==> src/kmc_pkg.sv <==
package kmc_pkg;

  // Field and store widths
  localparam int PI_W     = 10;
  localparam int CL_W     = 4;
  localparam int CO_W     = 4;
  localparam int COORD_W  = 32;
  localparam int NP_W     = 11;
  localparam int NK_W     = 5;
  localparam int ND_W     = 5;
  localparam int IT_W     = 8;
  localparam int THR_W    = 32;
  localparam int SUM_W    = 48;
  localparam int SQ_W     = 2 * (COORD_W + 1);
  localparam int DIST_W   = 72;
  localparam int SHIFT_W  = 48;
  localparam int CNT_W    = 11;
  localparam int DIV_W    = SUM_W + 1;
  localparam int DIV_CW   = 6;
  localparam int PM_AW    = PI_W + CO_W;
  localparam int CM_AW    = CL_W + CO_W;
  localparam int MAX_PTS  = 1024;
  localparam int MAX_CLS  = 16;
  localparam int MAX_DIMS = 16;

  // Reset values of the configuration registers
  localparam logic [NP_W-1:0]  NUM_POINTS_RST = NP_W'(1024);
  localparam logic [NK_W-1:0]  NUM_CLS_RST    = NK_W'(16);
  localparam logic [ND_W-1:0]  DIMS_RST       = ND_W'(16);
  localparam logic [IT_W-1:0]  MAX_IT_RST     = IT_W'(100);
  localparam logic [THR_W-1:0] THR_RST        = THR_W'(4356);

  typedef enum logic [2:0] {
    OP_LOAD_POINT  = 3'd0,
    OP_LOAD_CENTER = 3'd1,
    OP_RUN         = 3'd2,
    OP_READ_ASSIGN = 3'd3,
    OP_READ_CENTER = 3'd4
  } op_t;

  typedef enum logic [2:0] {
    REG_NUM_POINTS = 3'd0,
    REG_NUM_CLS    = 3'd1,
    REG_DIMS       = 3'd2,
    REG_MAX_IT     = 3'd3,
    REG_THRESHOLD  = 3'd4
  } reg_idx_t;

  typedef enum logic [3:0] {
    ST_IDLE,
    ST_RESP,
    ST_RUN_INIT,
    ST_CLR,
    ST_AS_ISSUE,
    ST_AS_DRAIN,
    ST_ACC_ISSUE,
    ST_ACC_DRAIN,
    ST_U_CHK,
    ST_U_RD,
    ST_U_DIV_START,
    ST_U_DIV_WAIT,
    ST_U_MUL,
    ST_U_ACC,
    ST_ROUND_END
  } ctrl_state_t;

  // Clamped configuration, counts kept as last index
  typedef struct packed {
    logic [PI_W-1:0]  np_m1;
    logic [CL_W-1:0]  nk_m1;
    logic [CO_W-1:0]  nd_m1;
    logic [IT_W-1:0]  max_it;
    logic [THR_W-1:0] thr;
  } cfg_t;

  typedef struct packed {
    logic             accept;
    logic             res_load;
    logic             stat_clear;
    logic             stat_commit;
    logic             round_start;
    logic             sm_clr_we;
    logic [CM_AW-1:0] clr_addr;
    logic             as_issue;
    logic             acc_issue;
    logic             acc_first;
    logic             upd_rd;
    logic             div_start;
    logic             upd_mul;
    logic             upd_acc;
    logic             first;
    logic             last;
    logic [PI_W-1:0]  i;
    logic [CL_W-1:0]  k;
    logic [CO_W-1:0]  d;
    logic [IT_W-1:0]  it;
  } dp_cmd_t;

  typedef struct packed {
    logic cnt_zero;
    logic div_done;
    logic conv;
  } dp_stat_t;

  // Exact square of the difference of two signed coordinates
  function automatic logic [SQ_W-1:0] sq_diff(input logic [COORD_W-1:0] a,
                                              input logic [COORD_W-1:0] b);
    logic [COORD_W:0] diff;
    logic [COORD_W:0] mag;
    diff = {a[COORD_W-1], a} - {b[COORD_W-1], b};
    mag  = diff[COORD_W] ? (~diff + 1'b1) : diff;
    return mag * mag;
  endfunction

endpackage

==> src/kmc_ctrl.sv <==
module kmc_ctrl (
  input  logic                 clk,
  input  logic                 rst_n,
  input  kmc_pkg::cfg_t        cfg,
  input  kmc_pkg::dp_stat_t    stat,
  output kmc_pkg::dp_cmd_t     cmd,
  input  logic                 in_valid,
  output logic                 in_ready,
  input  logic [2:0]           in_op,
  output logic                 out_valid,
  input  logic                 out_ready
);
  import kmc_pkg::*;

  ctrl_state_t       state_r, state_nxt;
  logic              out_valid_r, out_valid_nxt;
  logic [IT_W-1:0]   it_r, it_nxt;
  logic [PI_W-1:0]   i_r, i_nxt;
  logic [CL_W-1:0]   k_r, k_nxt;
  logic [CO_W-1:0]   d_r, d_nxt;
  logic [CM_AW-1:0]  clr_r, clr_nxt;
  logic              drain_r, drain_nxt;

  always_ff @(posedge clk) begin
    if (!rst_n) begin
      state_r     <= ST_IDLE;
      out_valid_r <= 1'b0;
      it_r        <= '0;
      i_r         <= '0;
      k_r         <= '0;
      d_r         <= '0;
      clr_r       <= '0;
      drain_r     <= 1'b0;
    end else begin
      state_r     <= state_nxt;
      out_valid_r <= out_valid_nxt;
      it_r        <= it_nxt;
      i_r         <= i_nxt;
      k_r         <= k_nxt;
      d_r         <= d_nxt;
      clr_r       <= clr_nxt;
      drain_r     <= drain_nxt;
    end
  end

  // Sequencer: clear, assign, accumulate, update per round
  always_comb begin
    state_nxt     = state_r;
    out_valid_nxt = out_valid_r && !out_ready;
    it_nxt        = it_r;
    i_nxt         = i_r;
    k_nxt         = k_r;
    d_nxt         = d_r;
    clr_nxt       = clr_r;
    drain_nxt     = drain_r;
    in_ready      = 1'b0;
    cmd           = '0;
    cmd.i         = i_r;
    cmd.k         = k_r;
    cmd.d         = d_r;
    cmd.it        = it_r;
    cmd.clr_addr  = clr_r;
    cmd.first     = d_r == '0;
    cmd.last      = d_r == cfg.nd_m1;

    case (state_r)
      ST_IDLE: begin
        in_ready = !out_valid_r || out_ready;
        if (in_valid && in_ready) begin
          cmd.accept = 1'b1;
          state_nxt  = (op_t'(in_op) == OP_RUN) ? ST_RUN_INIT : ST_RESP;
        end
      end
      ST_RESP: begin
        cmd.res_load  = 1'b1;
        out_valid_nxt = 1'b1;
        state_nxt     = ST_IDLE;
      end
      ST_RUN_INIT: begin
        cmd.stat_clear = 1'b1;
        if (cfg.max_it == '0) begin
          state_nxt = ST_RESP;
        end else begin
          cmd.round_start = 1'b1;
          it_nxt    = '0;
          clr_nxt   = '0;
          state_nxt = ST_CLR;
        end
      end
      ST_CLR: begin
        cmd.sm_clr_we = 1'b1;
        clr_nxt       = clr_r + 1'b1;
        if (&clr_r) begin
          i_nxt     = '0;
          k_nxt     = '0;
          d_nxt     = '0;
          state_nxt = ST_AS_ISSUE;
        end
      end
      ST_AS_ISSUE: begin
        cmd.as_issue = 1'b1;
        if (d_r == cfg.nd_m1) begin
          d_nxt = '0;
          if (k_r == cfg.nk_m1) begin
            k_nxt     = '0;
            drain_nxt = 1'b0;
            state_nxt = ST_AS_DRAIN;
          end else begin
            k_nxt = k_r + 1'b1;
          end
        end else begin
          d_nxt = d_r + 1'b1;
        end
      end
      ST_AS_DRAIN: begin
        drain_nxt = 1'b1;
        if (drain_r) state_nxt = ST_ACC_ISSUE;
      end
      ST_ACC_ISSUE: begin
        cmd.acc_issue = 1'b1;
        cmd.acc_first = d_r == '0;
        if (d_r == cfg.nd_m1) begin
          d_nxt     = '0;
          state_nxt = ST_ACC_DRAIN;
        end else begin
          d_nxt = d_r + 1'b1;
        end
      end
      ST_ACC_DRAIN: begin
        if (i_r == cfg.np_m1) begin
          i_nxt     = '0;
          k_nxt     = '0;
          state_nxt = ST_U_CHK;
        end else begin
          i_nxt     = i_r + 1'b1;
          state_nxt = ST_AS_ISSUE;
        end
      end
      ST_U_CHK: begin
        d_nxt = '0;
        if (!stat.cnt_zero)        state_nxt = ST_U_RD;
        else if (k_r == cfg.nk_m1) state_nxt = ST_ROUND_END;
        else                       k_nxt = k_r + 1'b1;
      end
      ST_U_RD: begin
        cmd.upd_rd = 1'b1;
        state_nxt  = ST_U_DIV_START;
      end
      ST_U_DIV_START: begin
        cmd.div_start = 1'b1;
        state_nxt     = ST_U_DIV_WAIT;
      end
      ST_U_DIV_WAIT: begin
        if (stat.div_done) state_nxt = ST_U_MUL;
      end
      ST_U_MUL: begin
        cmd.upd_mul = 1'b1;
        state_nxt   = ST_U_ACC;
      end
      ST_U_ACC: begin
        cmd.upd_acc = 1'b1;
        if (d_r == cfg.nd_m1) begin
          d_nxt = '0;
          if (k_r == cfg.nk_m1) begin
            state_nxt = ST_ROUND_END;
          end else begin
            k_nxt     = k_r + 1'b1;
            state_nxt = ST_U_CHK;
          end
        end else begin
          d_nxt     = d_r + 1'b1;
          state_nxt = ST_U_RD;
        end
      end
      ST_ROUND_END: begin
        cmd.stat_commit = 1'b1;
        if (stat.conv || (it_r + 1'b1) == cfg.max_it) begin
          state_nxt = ST_RESP;
        end else begin
          cmd.round_start = 1'b1;
          it_nxt    = it_r + 1'b1;
          clr_nxt   = '0;
          state_nxt = ST_CLR;
        end
      end
      default: state_nxt = ST_IDLE;
    endcase
  end

  assign out_valid = out_valid_r;

endmodule

==> config.mk <==
export PLATFORM = sky130hd
export DESIGN_NAME = kmc_ctrl
export DESIGN_NICKNAME = d
export VERILOG_FILES = /design/src/kmc_pkg.sv /design/src/kmc_ctrl.sv
export SDC_FILE = /design/constraint.sdc
export NUM_CORES = 1
export LEC_CHECK = 0
export BUFFER_PORTS_ARGS = -buffer_cell sky130_fd_sc_hd__buf_2
export CAP_MARGIN = 20
export CELL_PAD_IN_SITES_DETAIL_PLACEMENT = 1
export CELL_PAD_IN_SITES_GLOBAL_PLACEMENT = 2
export CORE_MARGIN = 4
export CORE_UTILIZATION = 28
export DETAILED_ROUTE_END_ITERATION = 8
export PLACE_DENSITY_LB_ADDON = 0.1
export SLEW_MARGIN = 10
export SYNTH_ARGS = -nofsm -noshare
export SYNTH_HDL_FRONTEND = slang
export SYNTH_SLANG_ARGS = --single-unit
==> constraint.sdc <==
create_clock -name clk -period 4.1 [get_ports clk]
set_clock_uncertainty 0.1 [all_clocks]
set_input_delay 0.82 -clock clk [delete_from_list [all_inputs] [get_ports clk]]
set_output_delay 0.82 -clock clk [all_outputs]
set_load 0.02 [all_outputs]
* Word level (Yosys, flattened, before mapping)
Cells that the tools add are included.
** Cells by class
- $add $sub $neg :: 5
- Equal/unequal tests :: 32
- Muxes and demuxes :: 54
- Reduce and logical (&&, ||, !) cells :: 24
** Operators by type and width (number)
- 4-bit two-way mux :: 19
- 4-bit case mux with 14 select lines :: 1
- 4-bit == test (second input constant) :: 7
- 8-bit two-way mux :: 3
- 2-bit inequality test (second input constant) :: 12
- 8-bit case mux with 3 select lines :: 1
- 10-bit two-way mux :: 2
- 10-bit case mux with 2 select lines :: 1
- 4-bit case mux with 5 select lines :: 1
- 1-bit two-way mux :: 17
- 8-bit by 1-bit adder with 8-bit output (second input constant) :: 2
- 4-bit by 3-bit == test with 1-bit output (second input constant) :: 4
- 8-bit case mux with 2 select lines :: 1
- 8-bit AND reduction :: 2
- 4-bit case mux with 3 select lines :: 1
- 10-bit by 1-bit adder with 10-bit output (second input constant) :: 1
- 10-bit == test :: 1
- 3-bit AND reduction :: 3
- 4-bit by 1-bit adder with 4-bit output (second input constant) :: 2
- 4-bit by 2-bit == test with 1-bit output (second input constant) :: 2
- 4-bit == test :: 2
- 8-bit == test :: 1
- 4-bit logical NOT :: 2
- 8-bit logical NOT :: 1
- other kinds (15) :: 26
** Storage, ports and cells
- Register bits after elaboration :: 40
- Output and inout bits :: 51
- Word-level logic and storage cells :: 123

* Logic depth before layout (Yosys ltp)
- Word-level depth :: 5
- Mapped depth :: 10

* Worst setup path before layout
No wires, ideal clock.
- Path type :: reg-to-output
- Start :: register it_r[0]
- End :: output port cmd[44] (netlist bit)
- Arrival time :: 2135 ps
- Setup slack :: 1045 ps
- Stages on the path, launching flop included :: 9
- Path through :: dfxtp_1 > ha_1 > nand3_2 > or3_1 > a31oi_1 > a31oi_1 > a31o_2 > clkbuf_8 > inv_1
** RTL lines
- start: declaration :: line kmc_ctrl.sv:17 : logic [IT_W-1:0] it_r, it_nxt;
- start signal: assignment :: line kmc_ctrl.sv:37 : it_r <= it_nxt;
- end: declaration :: line kmc_ctrl.sv:6 : output kmc_pkg::dp_cmd_t cmd,

==> results.md <==
- Number of antenna repair diodes: 0
- Power share of the combinational group: between 30% and 40%
- Vertical die dimension: between 100 and 150 um
- FFs w/ async S/R, synth: 0%
- Library cell occupying the most area in the post-synthesis netlist: dfxtp_1
- Total routed wirelength: 9.23 mm
- Vias post-DR: 3032
- Worst rel slew slack: a little under half
- Clock tree from TritonCTS: built
- Post-route cell area: 3480 um2
- Standard cell core area: ~10000 um2
- Final HPWL DP: 7.06 mm
- Buffer cell driving the clock tree root: clkbuf_8
- Final period demand of the worst path: 3.45 ns
- PnR worst setup slack: 0.648 ns
- Cell area after placement: 3370 um2
- Starting utilization of the core area: 29.0%
- Clock power frac: 29.2%
- Largest driver fanout on the critical path: 9
- Ys Warns: 0
- Kind of end point of the critical path: primary output
- Total power divided by cell area: 336 nW/um2
- Final-stage net count: ~530
- Data arrival time of the worst path: 2.53 ns
- Hold Violations, Final: 0
- Leading cell type in the layout, fill and taps excluded: buf_2
- Initial DRC count: 113
- Achievable frequency: between 200 and 300 MHz
- I/O Buffers: 86
- Max rail drop VDD: roughly 0.16 mV
- Pin count of the biggest net entering global routing: 23
- RSZ-0062 raised after global routing: no
- # clock sinks: 40
- Worst Tran Pin Value: 0.815 ns
- Worst endpoint required time: around 3.2 ns
- H-tree level count: 2
- Number of maximum-capacitance constraint violations: 0
- Hold WC Path Type: reg2reg
- Cell Int Power: 0.729 mW
- Post-synthesis register bit count: 40
- Count of different cell masters after synthesis: ~60
- Final antenna-violating net count: 0
- Post-Synthesis Cells: around 370
- Die width: about 110 um
- Synth area leaders: dfxtp_1, xnor2_1, nor2_1
- Switching power of the nets: 0.440 mW
- Average wire per standard cell: 15.7 um
- Ratio of final minimum period to clock period: 84.2%
- Total nets after synthesis: roughly 450
- Die outline area: 11800 um2
- Buffer count from post-CTS setup fixing: 0
- Wire length of the first global-routing pass: 15.3 mm
- Switching power share of the total: 37.7%
- Clock Pin Slew Worst Setup and Hold Paths: 0.09 ns
- Grt ovf: 0
- Number of gates resized after CTS: 0
- Fin Setup TNS: 0 ns
- Worst-skew pair later-pin latency: ~0.3 ns
- Count of hold buffers inserted by post-cts repair: 0
- Area delta synth->final: 22.4%
- Share of Yosys cell area claimed by the top area cell type: 28.2%
- Initial antenna violation count: 0
- Leading register cell type out of synthesis: dfxtp_1
- Vias per std cell: a little over 5
- Part of the Yosys area used for sequential elements: 28.2%
- Post-route worst hold slack: 0.401 ns
- Worst slack at placement: 0.826 ns
- Count of flip-flops with a built-in enable after synthesis: 0
- Result of the run: complete, no violations
- Fraction of final layout cells with drive strength greater than 1: 25.0%
- Number of failing setup endpoints in the final timing report: 0
- Commonest cells after routing, fill and taps aside: buf_2, nor2_1, dfxtp_1, o21ai_0, nand2_1
- Crit Path Class: reg2out
- Maximum clock path buffer count: 2
- Share of power burned in registers: roughly two fifths
- Number of global-route vias before repair: around 3000
- Ports placed on the boundary: around 120
- Post-layout total power: ~1.2 mW
- Crit path launch type: flop
- Routability congestion estimate from global placement: 0.744
- TritonCTS Buffers: 5
- Number of pins exceeding their max-slew limit in the final report: 0
- Synthesized area: 2840 um2
- Final routed DRC violation total: 0
- Number of detailed-route iterations in the first pass: 4
- Global-route total usage across every layer: 16.0%
- Average size of a mapped cell: about 7.6 um2
- Standby leakage power: around 1.4 nW
- Site row count: 36
[state kept, by name, summed over array words and instances (netlist names)]
register   cells
i_r           10
clr_r          8
it_r           8
d_r            4
k_r            4
state_r        4
drain_r        1
out_valid      1
[worst max-delay path, stage by stage, from the launching register on]
cell and delay, ns:
dfxtp_1 0.52, ha_1 0.36, nand3_2 0.19, or3_1 0.39, a31oi_1 0.17, a31oi_1 0.11
a31o_2 0.28, inv_1 0.06, buf_2 0.15
[power groups by stage]
stage	registers, mW	clock network, mW	logic, mW
after floorplan	0.442	0	0.284
after global placement	0.460	0	0.379
after detailed placement	0.461	0	0.380
after CTS	0.451	0.358	0.381
after global routing	0.457	0.371	0.420
final	0.452	0.342	0.376
[cell families after synthesis]
kind of cell | after synthesis | share of synthesized area (%)
and+or+nand+nor | 163 | 30.3
DFF | 40 | 28.2
muxes | 3 | 1.06
buffers and inverters | 27 | 5.15
AOI/OAI and AO/OA | 103 | 22.8
xor gates and xnor gates | 32 | 9.86
adders and majority gates | 6 | 2.64
[metal layers]
metal | global-route usage (%) | part of all wire (%) | up-vias
met1 | 22.0 | 48 | 1440
met4 | 3.07 | 0.52 | 0
met3 | 3.02 | 5.3 | 4
met2 | 26.2 | 46 | 68
li1 | - | - | 1520
met5 | 0 | 0 | -
[through the flow]
| step | cells | utilization (%) |
|---|---|---|
| 2_1_floorplan | 374 | - |
| 3_3_place_gp | 581 | 34.3 |
| 3_5_place_dp | 581 | 34.3 |
| 4_1_cts | 589 | 35.4 |
| 5_1_grt | 589 | 35.4 |
| 6_report | 589 | 35.4 |
[area by class of cell]
cell class | instances | area [um2]
Clock inverter | 3 | 42.5
Timing Repair Buffer | 91 | 468
Tap cell | 133 | 166
Multi-Input combinational cell | 307 | 1900
Fill cell | 1253 | 6340
Sequential cell | 40 | 801
Clock buffer | 5 | 68.8
Inverter | 10 | 37.5
[cell usage after synthesis, drive strengths merged, types with 6 or more instances]
| library cell | count |
|---|---|
| nand3b | 7 |
| nand2 | 27 |
| nand4 | 11 |
| inv | 10 |
| o21ai | 33 |
| nand3 | 11 |
| dfxtp | 40 |
| and3 | 6 |
| buf | 6 |
| xnor2 | 25 |
| or3 | 10 |
| and2 | 6 |
| nor2 | 48 |
| clkbuf | 11 |
| nor3 | 8 |
| xor2 | 7 |
| a21oi | 27 |
| ha | 6 |
[path summary, 6_finish.rpt]
path	start	to	slack, ns	depth (start not counted)
max	it_r[0]	cmd[44]	0.65	8
min	drain_r	drain_r	0.40	2
max reg2reg	it_r[0]	it_r[5]	1.23	8
min reg2reg	drain_r	drain_r	0.40	2
Note: power is estimated with default switching activity, not from simulation.
